### src/sv/tlrd_pkg.sv
package tlrd_pkg;

	localparam int TILE_SIDE_DEF = 128;
	localparam int START_W = 14;

	localparam logic [1:0] MODE_RAW    = 2'd0;
	localparam logic [1:0] MODE_NIBBLE = 2'd1;
	localparam logic [1:0] MODE_BYTE   = 2'd2;

	localparam logic [1:0] PH_EMPTY = 2'd0;
	localparam logic [1:0] PH_HELD  = 2'd1;
	localparam logic [1:0] PH_HALF  = 2'd2;

	localparam logic [1:0] ERR_NONE  = 2'd0;
	localparam logic [1:0] ERR_EARLY = 2'd1;
	localparam logic [1:0] ERR_OVF   = 2'd2;

	typedef struct packed {
		logic [7:0] data_byte;
		logic       tile_start;
		logic       data_end;
	} item_t;

	typedef struct packed {
		logic [7:0]         run_value;
		logic [7:0]         run_length;
		logic [START_W-1:0] run_start;
		logic               tile_done;
		logic [1:0]         error_code;
	} result_t;

endpackage

### src/sv/tlrd_in_reg.sv
module tlrd_in_reg (
	input  logic            clk,
	input  logic            arst_n,
	input  logic            in_valid,
	output logic            in_ready,
	input  tlrd_pkg::item_t in_item,
	output logic            item_valid,
	input  logic            item_take,
	output tlrd_pkg::item_t item
);

	logic            valid_s1;
	tlrd_pkg::item_t item_s1;

	assign in_ready   = !valid_s1 || item_take;
	assign item_valid = valid_s1;
	assign item       = item_s1;

	always_ff @(posedge clk or negedge arst_n) begin
		if (!arst_n) begin
			valid_s1 <= 1'b0;
		end else if (in_valid && in_ready) begin
			valid_s1 <= 1'b1;
		end else if (item_take) begin
			valid_s1 <= 1'b0;
		end
	end

	always_ff @(posedge clk) begin
		if (in_valid && in_ready) begin
			item_s1 <= in_item;
		end
	end

endmodule

### src/sv/tlrd_core.sv
module tlrd_core #(
	parameter int TILE_SIDE = tlrd_pkg::TILE_SIDE_DEF
) (
	input  logic              clk,
	input  logic              arst_n,
	input  logic [1:0]        mode,
	input  logic              item_valid,
	output logic              item_take,
	input  tlrd_pkg::item_t   item,
	output logic              out_valid,
	input  logic              out_ready,
	output tlrd_pkg::result_t result
);

	localparam int TILE_PIXELS = TILE_SIDE * TILE_SIDE;
	localparam int POS_W = $clog2(TILE_PIXELS + 1);
	localparam int COL_W = $clog2(TILE_SIDE);
	localparam int SUM_W = $clog2(TILE_SIDE + 256);
	localparam int RECIP_SH = 22;
	localparam int RECIP = ((1 << RECIP_SH) + TILE_SIDE - 1) / TILE_SIDE;
	localparam int RECIP_W = $clog2(RECIP + 1);
	localparam int PROD_W = SUM_W + RECIP_W;

	localparam logic [POS_W:0]     PIXELS_C = (POS_W + 1)'(TILE_PIXELS);
	localparam logic [RECIP_W-1:0] RECIP_C = RECIP_W'(RECIP);
	localparam logic [SUM_W-1:0]   TILE_C = SUM_W'(TILE_SIDE);

	logic [POS_W-1:0] pos_q, pos_c, nxt_pos;
	logic [COL_W-1:0] col_q, col_c, nxt_col;
	logic [1:0]       phase_q, phase_c, nxt_phase;
	logic [7:0]       held_q, held_c, nxt_held;
	logic             active_q, active_c, nxt_active;
	logic             out_valid_q;
	tlrd_pkg::result_t result_q;

	logic             have, done, emit;
	logic [7:0]       len, val;
	logic [1:0]       err;
	logic [POS_W:0]   pos_sum;
	logic [SUM_W-1:0] col_sum, quot, rem, quot_mul;
	logic [PROD_W-1:0] prod;

	assign item_take = item_valid && (!out_valid_q || out_ready);
	assign out_valid = out_valid_q;
	assign result    = result_q;

	// column = position mod tile side, kept alongside the position
	assign col_sum  = SUM_W'(col_c) + SUM_W'(len);
	assign prod     = PROD_W'(col_sum) * PROD_W'(RECIP_C);
	assign quot     = SUM_W'(prod >> RECIP_SH);
	assign quot_mul = quot * TILE_C;
	assign rem      = col_sum - quot_mul;
	assign pos_sum  = (POS_W + 1)'(pos_c) + (POS_W + 1)'(len);

	always_comb begin
		pos_c    = item.tile_start ? '0 : pos_q;
		col_c    = item.tile_start ? '0 : col_q;
		phase_c  = item.tile_start ? tlrd_pkg::PH_EMPTY : phase_q;
		held_c   = item.tile_start ? '0 : held_q;
		active_c = item.tile_start || active_q;

		have      = 1'b0;
		done      = 1'b0;
		len       = '0;
		val       = '0;
		err       = tlrd_pkg::ERR_NONE;
		nxt_phase = phase_c;
		nxt_held  = held_c;

		case (mode)
			tlrd_pkg::MODE_NIBBLE: begin
				if (phase_c == tlrd_pkg::PH_HELD) begin
					len       = {4'd0, held_c[7:4]};
					val       = {held_c[3:0], item.data_byte[7:4]};
					nxt_held  = item.data_byte;
					nxt_phase = tlrd_pkg::PH_HALF;
					have      = 1'b1;
				end else if (phase_c == tlrd_pkg::PH_HALF) begin
					if (col_c == '0) begin
						nxt_held  = item.data_byte;
						nxt_phase = tlrd_pkg::PH_HELD;
					end else begin
						len       = {4'd0, held_c[3:0]};
						val       = item.data_byte;
						nxt_phase = tlrd_pkg::PH_EMPTY;
						have      = 1'b1;
					end
				end else begin
					nxt_held  = item.data_byte;
					nxt_phase = tlrd_pkg::PH_HELD;
				end
			end
			tlrd_pkg::MODE_BYTE: begin
				if (phase_c != tlrd_pkg::PH_EMPTY) begin
					len       = held_c;
					val       = item.data_byte;
					nxt_phase = tlrd_pkg::PH_EMPTY;
					have      = 1'b1;
				end else begin
					nxt_held  = item.data_byte;
					nxt_phase = tlrd_pkg::PH_HELD;
				end
			end
			default: begin
				len  = 8'd1;
				val  = item.data_byte;
				have = 1'b1;
			end
		endcase

		nxt_pos = pos_c;
		nxt_col = col_c;
		if (have) begin
			if (pos_sum > PIXELS_C) begin
				err  = tlrd_pkg::ERR_OVF;
				done = 1'b1;
			end else begin
				nxt_pos = pos_sum[POS_W-1:0];
				nxt_col = rem[COL_W-1:0];
				done    = (pos_sum == PIXELS_C);
			end
		end
		if (!done && item.data_end) begin
			err  = tlrd_pkg::ERR_EARLY;
			done = 1'b1;
		end

		emit       = active_c && (have || done);
		nxt_active = active_c && !done;
	end

	always_ff @(posedge clk or negedge arst_n) begin
		if (!arst_n) begin
			pos_q    <= '0;
			col_q    <= '0;
			phase_q  <= tlrd_pkg::PH_EMPTY;
			held_q   <= '0;
			active_q <= 1'b0;
		end else if (item_take && active_c) begin
			pos_q    <= nxt_pos;
			col_q    <= nxt_col;
			phase_q  <= nxt_phase;
			held_q   <= nxt_held;
			active_q <= nxt_active;
		end
	end

	always_ff @(posedge clk or negedge arst_n) begin
		if (!arst_n) begin
			out_valid_q <= 1'b0;
		end else if (item_take && emit) begin
			out_valid_q <= 1'b1;
		end else if (out_ready) begin
			out_valid_q <= 1'b0;
		end
	end

	always_ff @(posedge clk) begin
		if (item_take && emit) begin
			result_q.run_value  <= val;
			result_q.run_length <= len;
			result_q.run_start  <= tlrd_pkg::START_W'(pos_c);
			result_q.tile_done  <= done;
			result_q.error_code <= err;
		end
	end

endmodule

### src/sv/tile_run_length_decoder.sv
// Tile run-length decoder: one compressed byte per transfer, at most one run out.
// An input byte is registered in the input register and its run in the result
// register.
// Throughput: one byte per cycle unless out_ready stalls it, set by the single decode
// stage that updates position, phase and held byte; output stalls reach the input.
// Reset: arst_n clears mode to raw, position, phase, held byte and tile state.
module tile_run_length_decoder #(
	parameter int TILE_SIDE = tlrd_pkg::TILE_SIDE_DEF
) (
	input  logic                         clk,
	input  logic                         arst_n,
	input  logic                         cfg_valid,
	output logic                         cfg_ready,
	input  logic [1:0]                   cfg_data,
	input  logic                         in_valid,
	output logic                         in_ready,
	input  logic [7:0]                   data_byte,
	input  logic                         tile_start,
	input  logic                         data_end,
	output logic                         out_valid,
	input  logic                         out_ready,
	output logic [7:0]                   run_value,
	output logic [7:0]                   run_length,
	output logic [tlrd_pkg::START_W-1:0] run_start,
	output logic                         tile_done,
	output logic [1:0]                   error_code
);

	logic [1:0]        mode_q;
	tlrd_pkg::item_t   in_item, item;
	tlrd_pkg::result_t result;
	logic              item_valid, item_take;

	assign cfg_ready = 1'b1;

	always_ff @(posedge clk or negedge arst_n) begin
		if (!arst_n) begin
			mode_q <= tlrd_pkg::MODE_RAW;
		end else if (cfg_valid && cfg_ready) begin
			mode_q <= cfg_data;
		end
	end

	assign in_item.data_byte  = data_byte;
	assign in_item.tile_start = tile_start;
	assign in_item.data_end   = data_end;

	tlrd_in_reg u_in_reg (
		.clk        (clk),
		.arst_n     (arst_n),
		.in_valid   (in_valid),
		.in_ready   (in_ready),
		.in_item    (in_item),
		.item_valid (item_valid),
		.item_take  (item_take),
		.item       (item)
	);

	tlrd_core #(
		.TILE_SIDE (TILE_SIDE)
	) u_core (
		.clk        (clk),
		.arst_n     (arst_n),
		.mode       (mode_q),
		.item_valid (item_valid),
		.item_take  (item_take),
		.item       (item),
		.out_valid  (out_valid),
		.out_ready  (out_ready),
		.result     (result)
	);

	assign run_value  = result.run_value;
	assign run_length = result.run_length;
	assign run_start  = result.run_start;
	assign tile_done  = result.tile_done;
	assign error_code = result.error_code;

endmodule

### config.mk
export PLATFORM = sky130hd
export DESIGN_NAME = tile_run_length_decoder
export DESIGN_NICKNAME = d
export VERILOG_FILES = /design/src/sv/tlrd_pkg.sv /design/src/sv/tlrd_in_reg.sv /design/src/sv/tlrd_core.sv /design/src/sv/tile_run_length_decoder.sv
export SDC_FILE = /design/constraint.sdc
export NUM_CORES = 1
export LEC_CHECK = 0
export BUFFER_PORTS_ARGS = -buffer_cell sky130_fd_sc_hd__buf_2
export CAP_MARGIN = 20
export CORE_MARGIN = 8
export CORE_UTILIZATION = 46
export DETAILED_ROUTE_END_ITERATION = 8
export PLACE_DENSITY = 0.65
export SYNTH_ARGS = -nofsm -noshare
export SYNTH_HDL_FRONTEND = slang
export SYNTH_SLANG_ARGS = --single-unit
### constraint.sdc
create_clock -name clk -period 12.7 [get_ports clk]
set_clock_uncertainty 0.2 [all_clocks]
set_input_delay 1.905 -clock clk [delete_from_list [all_inputs] [get_ports clk]]
set_output_delay 1.905 -clock clk [all_outputs]
set_load 0.01 [all_outputs]
After elaboration in Yosys (flattened, before gate mapping)

Cells that the tools add are included.

Logic and storage cells: 89
Output and inout port bits: 36
Memories: 0
Memory bits (read-only): 0
Latch bits: 0
Bits of input ports: 17
RAM bits: 0
Bits in registers: 80

$mul: 0
Equal/unequal tests: 5
Muxes and demuxes: 42
Add/sub/neg operators: 3
Magnitude comparators: 1
Bitwise logic cells: 1
Reductions and logical operators: 20
Div/mod/pow operators: 0
Shift-type cells: 0

Operators by type and width:

| operator                                                                | number |
|---|---|
| 8-bit 2-to-1 mux                                                        | 12 |
| 8-bit one-hot mux with 2 select lines                                   | 3 |
| 15-bit 2-to-1 mux                                                       | 3 |
| 7-bit 2-to-1 mux                                                        | 3 |
| 15-bit by 8-bit adder with 16-bit output                                | 1 |
| 16-bit by 15-bit == test with 1-bit output (second input constant)      | 1 |
| 16-bit by 15-bit > comparator with 1-bit output (second input constant) | 1 |
| 1-bit 2-to-1 mux                                                        | 15 |
| 7-bit adder                                                             | 1 |
| 1-bit logical AND                                                       | 7 |
| 7-bit logical NOT                                                       | 1 |
| 7-bit by 1-bit subtractor with 7-bit output (second input constant)     | 1 |
| 2-bit 2-to-1 mux                                                        | 3 |
| 2-bit nonzero test                                                      | 3 |
| 2-bit by 1-bit == test with 1-bit output (second input constant)        | 2 |
| 2-bit == test (second input constant)                                   | 2 |
| 1-bit logical NOT                                                       | 4 |
| 1-bit logical OR                                                        | 4 |
| 4-bit 2-to-1 mux                                                        | 1 |
| 2-bit one-hot mux with 2 select lines                                   | 1 |
| 1-bit one-hot mux with 2 select lines                                   | 1 |
| 2-bit OR reduction                                                      | 1 |
| 1-bit inverter                                                          | 1 |

Depth between registers and ports, before layout

Gate-level depths: netlist (run 1).

Depth in word-level cells: 17
Gate-level depth with buffers: 20
Gate-level depth less buffers: 17

Hierarchy

From an unflattened synthesis (run 1), not the netlist that was laid out.

Cells, all modules: 428
Area total of the unflattened synthesis: 4448.0 um^2

By module, submodules not included:

| module                  | times used | sequential area each (um^2) | area each (um^2) | cells an instance |
|---|---|---|---|---|
| tlrd_core               | 1          | 1841.8                      | 4010.1           | 408 |
| tlrd_in_reg             | 1          | 325.3                       | 354.1            | 14 |
| tile_run_length_decoder | 1          | 50.0                        | 83.8             | 6 |

Least setup slack after synthesis (run 1)

No wires, ideal clock.

Path kind: input to register
From: input out_ready
To: register, netlist name u_core.result[0]
Setup time: 0.423 ns
Setup slack: 8.234 ns
Buffers on the path: 2
Stages on the path: 5
Data arrival time: 3.843 ns
Required time: 12.077 ns
Cells stage by stage: nand2b_1 -> nand2b_1 -> clkbuf_1 -> clkbuf_1 -> nor2_1

Cells in the longest elaborated chain, start to end: 3

Ends and longest elaborated chain:

| what              | line                          | text |
|---|---|---|
| start, declared   | tile_run_length_decoder.sv:21 | `input logic out_ready,` |
| 1-bit logical OR  | tlrd_core.sv:43               | `assign item_take = item_valid && (!out_valid_q \|\| out_ready);` |
| 1-bit logical AND | tlrd_core.sv:43               |  |
| 1-bit logical AND | tlrd_core.sv:159              | `if (item_take && emit) begin` |

Every way passes these cells.
A chain may end at the register's enable or synchronous reset.

Final worst setup path (run 1)

From: register u_in_reg.item_s1 (netlist bit u_in_reg.item[1])
To: register u_core.col_q[3]

Cells in the longest elaborated chain, start to end: 10
Elaborated cells between the ends (all ways): 26
Classes of those cells: add/sub: 3; order compare: 1; eq/ne: 2; mux: 16; reduce/logical: 4

Ends and longest elaborated chain:

| what                                                                                                                  | line                              | text |
|---|---|---|
| start, declared                                                                                                       | tlrd_in_reg.sv:13                 | `tlrd_pkg::item_t item_s1;` |
| start signal, assigned                                                                                                | tlrd_in_reg.sv:31                 | `item_s1 <= in_item;` |
| 7-bit 2-to-1 mux                                                                                                      | tlrd_core.sv:57                   | `col_c = item.tile_start ? '0 : col_q;` |
| 7-bit logical NOT                                                                                                     | tlrd_core.sv:79                   | `if (col_c == '0) begin` |
| 4-bit 2-to-1 mux                                                                                                      | tlrd_core.sv:79                   |  |
| 8-bit 2-to-1 mux                                                                                                      | tlrd_core.sv:78                   | `end else if (phase_c == tlrd_pkg::PH_HALF) begin` |
| 8-bit 2-to-1 mux                                                                                                      | tlrd_core.sv:72                   | `if (phase_c == tlrd_pkg::PH_HELD) begin` |
| 8-bit one-hot mux with 2 select lines *                                                                               | tlrd_core.sv:70                   | `case (mode)` |
| via u_core.len[1]                                                                                                     | tlrd_core.sv:37                   | `logic [7:0] len, val;` |
| 15-bit by 8-bit adder with 16-bit output / 7-bit adder (equally long branches)                                        | tlrd_core.sv:53, tlrd_core.sv:48  |  |
| 16-bit by 15-bit > comparator with 1-bit output / 7-bit by 1-bit subtractor with 7-bit output (equally long branches) | tlrd_core.sv:114, tlrd_core.sv:52 |  |
| 7-bit 2-to-1 mux *                                                                                                    | tlrd_core.sv:114                  | `if (pos_sum > PIXELS_C) begin` |
| 7-bit 2-to-1 mux *                                                                                                    | tlrd_core.sv:113                  | `if (have) begin` |
| end signal, assigned                                                                                                  | tlrd_core.sv:141                  | `col_q <= nxt_col;` |
| end, declared                                                                                                         | tlrd_core.sv:29                   | `logic [COL_W-1:0] col_q, col_c, nxt_col;` |

The timed path passes the listed nets; every way through them passes the cells marked *.

==> results of run 1 <==
-- cell families after synthesis --
kind of cell             synth area share
AND/OR/NAND/NOR                     0.169
multiplexers                      0.00675
buffers and inverters              0.0553
other                            0.000809
XOR/XNOR                           0.0208
flip-flops                          0.478
adder cells (fa/ha/maj)            0.0518
AO/OA/AOI/OAI                       0.217
-- critical path: cells and delay by family, from the launching register on --
family / cells / cell delay (ps)
adders and majority gates: 1 / 240
buffers and inverters: 3 / 800
and+or+nand+nor: 5 / 1640
DFF: 1 / 370
AOI/OAI and AO/OA: 7 / 2490
-- where the power goes --
| part | internal (mW) | switching [mW] |
|---|---|---|
| Clock | 0.0968 | 0.101 |
| Combinational | 0.0656 | 0.113 |
| Sequential | 0.324 | 0.0338 |
| Total | 0.486 | 0.248 |
-- metal layers --
layer / part of all wire / wire, um / up-vias
met5: 0 / 0 / -
met4: 0.021 / 232 / 0
met3: 0.067 / 738 / 21
met2: 0.43 / 4770 / 130
li1: - / - / 1694
met1: 0.48 / 5260 / 1751
-- synth_stat cells, types with 8 or more instances --
master	count	area, um^2
o21ai_0	25	125
and3_1	11	68.8
nand3_1	14	70.1
a22o_1	14	123
inv_1	25	93.8
o2bb2ai_1	11	96.3
dfrtp_1	37	926
clkbuf_1	8	30.0
nand4_1	8	50.1
nor2_1	25	93.8
a21oi_1	12	60.1
nand2_1	35	131
edfxtp_1	43	1290
ha_1	16	200
nor2b_1	22	138
-- final timing paths --
kind                             startpoint                to  slack [ps]  cells after the start
min reg2reg                 u_core.pos_q[6]   u_core.pos_q[6]         290                      1
min                         u_core.pos_q[6]   u_core.pos_q[6]         290                      1
max                        u_in_reg.item[1]   u_core.col_q[3]        6850                     16
max reg2reg                u_in_reg.item[1]   u_core.col_q[3]        6850                     16
max in group asynchronous            arst_n  u_core.out_valid       10310                      1
min in group asynchronous            arst_n  u_core.held_q[3]        1450                      1
-- area by class of cell --
type | instances | area, um^2
Fill cell | 908 | 4650
Sequential cell | 80 | 2220
Multi-Input combinational cell | 307 | 2170
Timing Repair Buffer | 54 | 278
Tap cell | 133 | 166
Clock buffer | 10 | 138
Inverter | 25 | 93.8
Clock inverter | 6 | 67.6
-- state kept, by name, summed over array words and instances, names as in the netlist, 2 cells and up --
signal          count
u_core.result      33
u_in_reg.item      10
u_core.phase_q      2
u_core.pos_q       15
u_core.col_q        7
mode_q              2
u_core.held_q       8
-- stage by stage --
stage	util	std cells	setup slack (ps)
2_1_floorplan	-	432	8230
3_3_place_gp	0.504	599	7200
3_5_place_dp	0.504	599	6980
4_1_cts	0.525	615	6930
5_1_grt	0.525	615	6320
6_report	0.525	615	6850
==> results by group, run 1 <==
Status
  – Run status: completed

Clocking
  – Clock slew at reported path FFs: 90 ps
  – PostCTS Resize Cnt: 0
  – Hold buffers post-CTS: 0
  – Worst-Skew Late Latency: ~370 ps
  – Clock Tree Buf Depth: 2
  – H-tree levels: 3
  – Clock root cell: clkbuf_8
  – Clock tree sinks: 80
  – Post-CTS Setup Inserts: 0
  – Number of buffers created by CTS: 9
  – CTS tree: built

Yosys
  – Yosys warns: 0
  – Post-synth EDFFs: 43
  – Top_reg_cell synth: edfxtp_1
  – Post-synthesis average cell area: ~11 um^2
  – Seq/Total Area, Yosys: 0.478
  – Synth Register Bits: 80
  – Synth async-reset ratio: 0.463
  – Synthesized area: approximately 0.0046 mm^2
  – Mapped Cells: 432
  – Netlist cell types: 74
  – Net count after synthesis: roughly 470

Timing
  – Final hold slack: slightly below 300 ps
  – Slew headroom: 0.333
  – Minimum clock period: roughly 5800 ps
  – Slew Viols, Final: 0
  – # setup viols final: 0
  – Slew @ Worst Pin: 998 ps
  – RSZ-0062 raised after global routing: no
  – Final period util: 0.460
  – Setup TNS Final: 0 ps
  – Final hold violation count: 0
  – Fmax: 171 MHz

Worst setup path
  – Crit path kind: register to register
  – Worst Setup Start Kind: register
  – Cell breakdown of the critical path: buf_4, inv_1, and3_1, nand2_1, nor2_1, a22oi_1, inv_1, ha_1, a211oi_1, o21ai_1, a221o_1, a211oi_1, nand4_1, o31ai_4, nand3_1, o2bb2ai_1
  – Data arrival, critical path: just under 6000 ps
  – WP data required: about 13000 ps
  – Slowest stage cell, crit path: o31ai_4
  – Crit end category: register
  – Crit-path max FO: 33
  – Crit-path max cell delay: around 600 ps

Detailed routing
  – Detail Route Antenna Nets: 0
  – Drt wl/cell: approximately 18 um
  – Average vias per placed instance: a little under 6
  – 1st-pass router iterations: 5
  – Iter 0 DRT Violations: 241
  – Vias: between 3000 and 4000
  – Final wirelength: 11.0 mm
  – DRC viols: 0

Cells and area
  – Final Cell Area: a little over 0.005 mm^2
  – Area growth syn-to-layout: 10.7%
  – Nets: 512
  – Most frequent cells in the layout: buf_2 (51), edfxtp_1 (43), dfrtp_1 (37), nand2_1 (35)
  – Most common cell after layout, fill and taps aside: buf_2
  – # diodes: 0
  – Layout cells sized above 1: 0.201

Die
  – Ports: between 50 and 60
  – Rows: 36
  – Die H: about 120 um
  – Starting Density: 0.474
  – Width of the die: around 120 um
  – Core area: about 0.01 mm^2
  – Die ar.: 0.0135 mm^2

Job
  – # Max-Cap Violations: 0

Power
  – Pleak: 2.17 nW
  – Power consumption: ~0.73 mW
  – Maximum VDD drop: between 0.07 and 0.08 mV
  – PD cells: between 100 and 150 mW/mm^2

Global route
  – Met1 Resource Use GR: 0.242
  – Total track usage: 0.172
  – GRT met3 Usage: 0.0377
  – First-pass GRT wire length: approximately 18 mm
  – GRT busiest layer: met2
  – Vias in the first global route: about 3500
  – Global routing usage on met2: 0.252
  – GR Overflow Total: 0
  – Initial antenna violation count: 0
  – Pin count of the biggest net entering global routing: 38

Place
  – GPL Wtd Cong: around 0.94
  – Placed Area: a little under 0.005 mm^2
  – HPWL after DPL: 7.80 mm
  – Number of input and output port buffers inserted: 51

Worst hold path
  – Hold WC Path Type: register to register
Note: power is estimated with default switching activity, not from simulation.
==> inputs of run 2 (changes only) <==
clock period = 5.7 ns   (was 12.7 ns; I/O delays follow)
==> results by group, run 2 (same netlist as run 1, synthesis figures left out) <==
Job
  – # Max-Cap Violations: 0

Clocking
  – Hold buffers post-CTS: 0
  – Clock tree sinks: 80
  – Clock root cell: clkbuf_8
  – CTS tree: built
  – Clock slew at reported path FFs: 80 ps
  – H-tree levels: 3
  – Number of buffers created by CTS: 9
  – Worst-Skew Late Latency: 360 ps
  – Clock Tree Buf Depth: 2

Worst setup path
  – Reg2reg path depth: 17
  – Crit-path max FO: 10
  – Data arrival, critical path: ~5400 ps
  – Crit end category: register
  – WP data required: about 5800 ps
  – Crit path kind: register to register
  – Worst Setup Start Kind: register

Timing
  – Setup TNS Final: 0 ps
  – Slew Viols, Final: 0
  – # setup viols final: 0
  – RSZ-0062 raised after global routing: no
  – Minimum clock period: about 5300 ps
  – Slew @ Worst Pin: just under 1000 ps
  – Final period util: 0.925
  – Fmax: 190 MHz
  – Slew headroom: 0.338
  – Final hold violation count: 0

Die
  – Die H: between 100 and 150 um
  – Starting Density: 0.474
  – Rows: 36
  – Die ar.: around 0.014 mm^2
  – Core area: roughly 0.0098 mm^2
  – Ports: 53
  – Width of the die: 116 um

Worst hold path
  – Hold Path Depth: 1
  – Hold WC Path Type: register to register

Global route
  – First-pass GRT wire length: between 15 and 20 mm
  – Total track usage: 0.175
  – Initial antenna violation count: 0
  – Pin count of the biggest net entering global routing: 38
  – Vias in the first global route: 3602
  – GR Overflow Total: 0

Detailed routing
  – Average vias per placed instance: 5.76
  – Drt wl/cell: between 15 and 20 um
  – Final wirelength: 11.2 mm
  – 1st-pass router iterations: 5
  – DRC viols: 0
  – Vias: roughly 3600
  – Iter 0 DRT Violations: 239
  – Detail Route Antenna Nets: 0

Cells and area
  – Filler cells: ~900
  – Reg area: between 0.002 and 0.0025 mm^2
  – Nets: roughly 520
  – Area of the multi-input gates: 0.00217 mm^2
  – Layout cells sized above 1: 0.205
  – # diodes: 0
  – Most common cell after layout, fill and taps aside: buf_2
  – Most frequent cells in the layout: buf_2 (51), edfxtp_1 (43), dfrtp_1 (37), nand2_1 (35)
  – Max reg flops: 33
  – Area growth syn-to-layout: 11.8%

Status
  – Run status: completed

Power
  – Pleak: 2.20 nW
  – Power consumption: between 1.5 and 2 mW
  – PD cells: around 320 mW/mm^2
  – Maximum VDD drop: approximately 0.16 mV

Place
  – Number of input and output port buffers inserted: 51
  – GPL Wtd Cong: 0.896
  – HPWL after DPL: a little over 8 mm
-- run 2: path summary, 6_finish.rpt --
path,from,end,slack (ps)
worst min register to register,u_core.pos_q[3],u_core.pos_q[3],300
min in group asynchronous,arst_n,u_core.held_q[6],420
worst max-delay path,u_core.col_q[3],u_core.pos_q[9],430
max in group asynchronous,arst_n,u_core.pos_q[14],4310
worst min-delay path,u_core.pos_q[3],u_core.pos_q[3],300
worst max register to register,u_core.col_q[3],u_core.pos_q[9],430
-- run 2: what timing repair did --
item,CTS,global route
hold endpoints to repair,0,0
setup endpoints to repair,0,4
gates resized for setup,0,1
buffers inserted,0,0
-- run 2: where the power goes --
group          total [mW]  switching [mW]  internal [mW]  leakage, nW
sequential          0.800          0.0778          0.722        0.903
clock               0.459           0.200          0.259        0.108
combinational       0.397           0.250          0.147         1.19
total                1.66           0.528           1.13         2.20
-- run 2: cell type report --
class | count | area share
tap | 133 | 0.0321
clock buffer | 13 | 0.0287
clock inverter | 3 | 0.0126
sequential | 80 | 0.428
multi-input combinational | 307 | 0.420
timing repair buffer | 59 | 0.0609
inverter | 25 | 0.0181
-- run 2: through the flow --
| stage | worst slack [ps] | util | cells | hold slack, ps | instance area, um^2 |
|---|---|---|---|---|---|
| 3_3_place_gp | 649 | 0.508 | 604 | 266 | 4960 |
| 6_report | 429 | 0.530 | 620 | 295 | 5180 |
| 5_1_grt | 44.2 | 0.530 | 620 | 310 | 5180 |
| 3_5_place_dp | 387 | 0.508 | 604 | 272 | 4960 |
| 2_1_floorplan | 1270 | - | 432 | 245 | 4630 |
| 4_1_cts | 391 | 0.529 | 620 | 291 | 5170 |
-- run 2: worst max-delay path, stage by stage, from the launching register on --
cell	delay [ps]
dfrtp_1	400
nor4_1	490
a2111oi_4	140
buf_4	210
nand2_1	100
o21ai_0	130
a22oi_1	420
inv_1	160
ha_1	320
a211oi_1	430
o21ai_1	270
a221o_1	420
a211oi_1	230
nand4_1	160
o31ai_4	390
buf_4	240
and2_1	270
a311o_1	210
-- run 2: layer usage --
| metal | up-vias | global-route usage | routed length [um] |
|---|---|---|---|
| li1 | 1700 | - | - |
| met4 | 0 | 0.0614 | 200 |
| met1 | 1751 | 0.233 | 5360 |
| met3 | 15 | 0.0476 | 616 |
| met5 | - | 0 | 0 |
| met2 | 105 | 0.269 | 4990 |
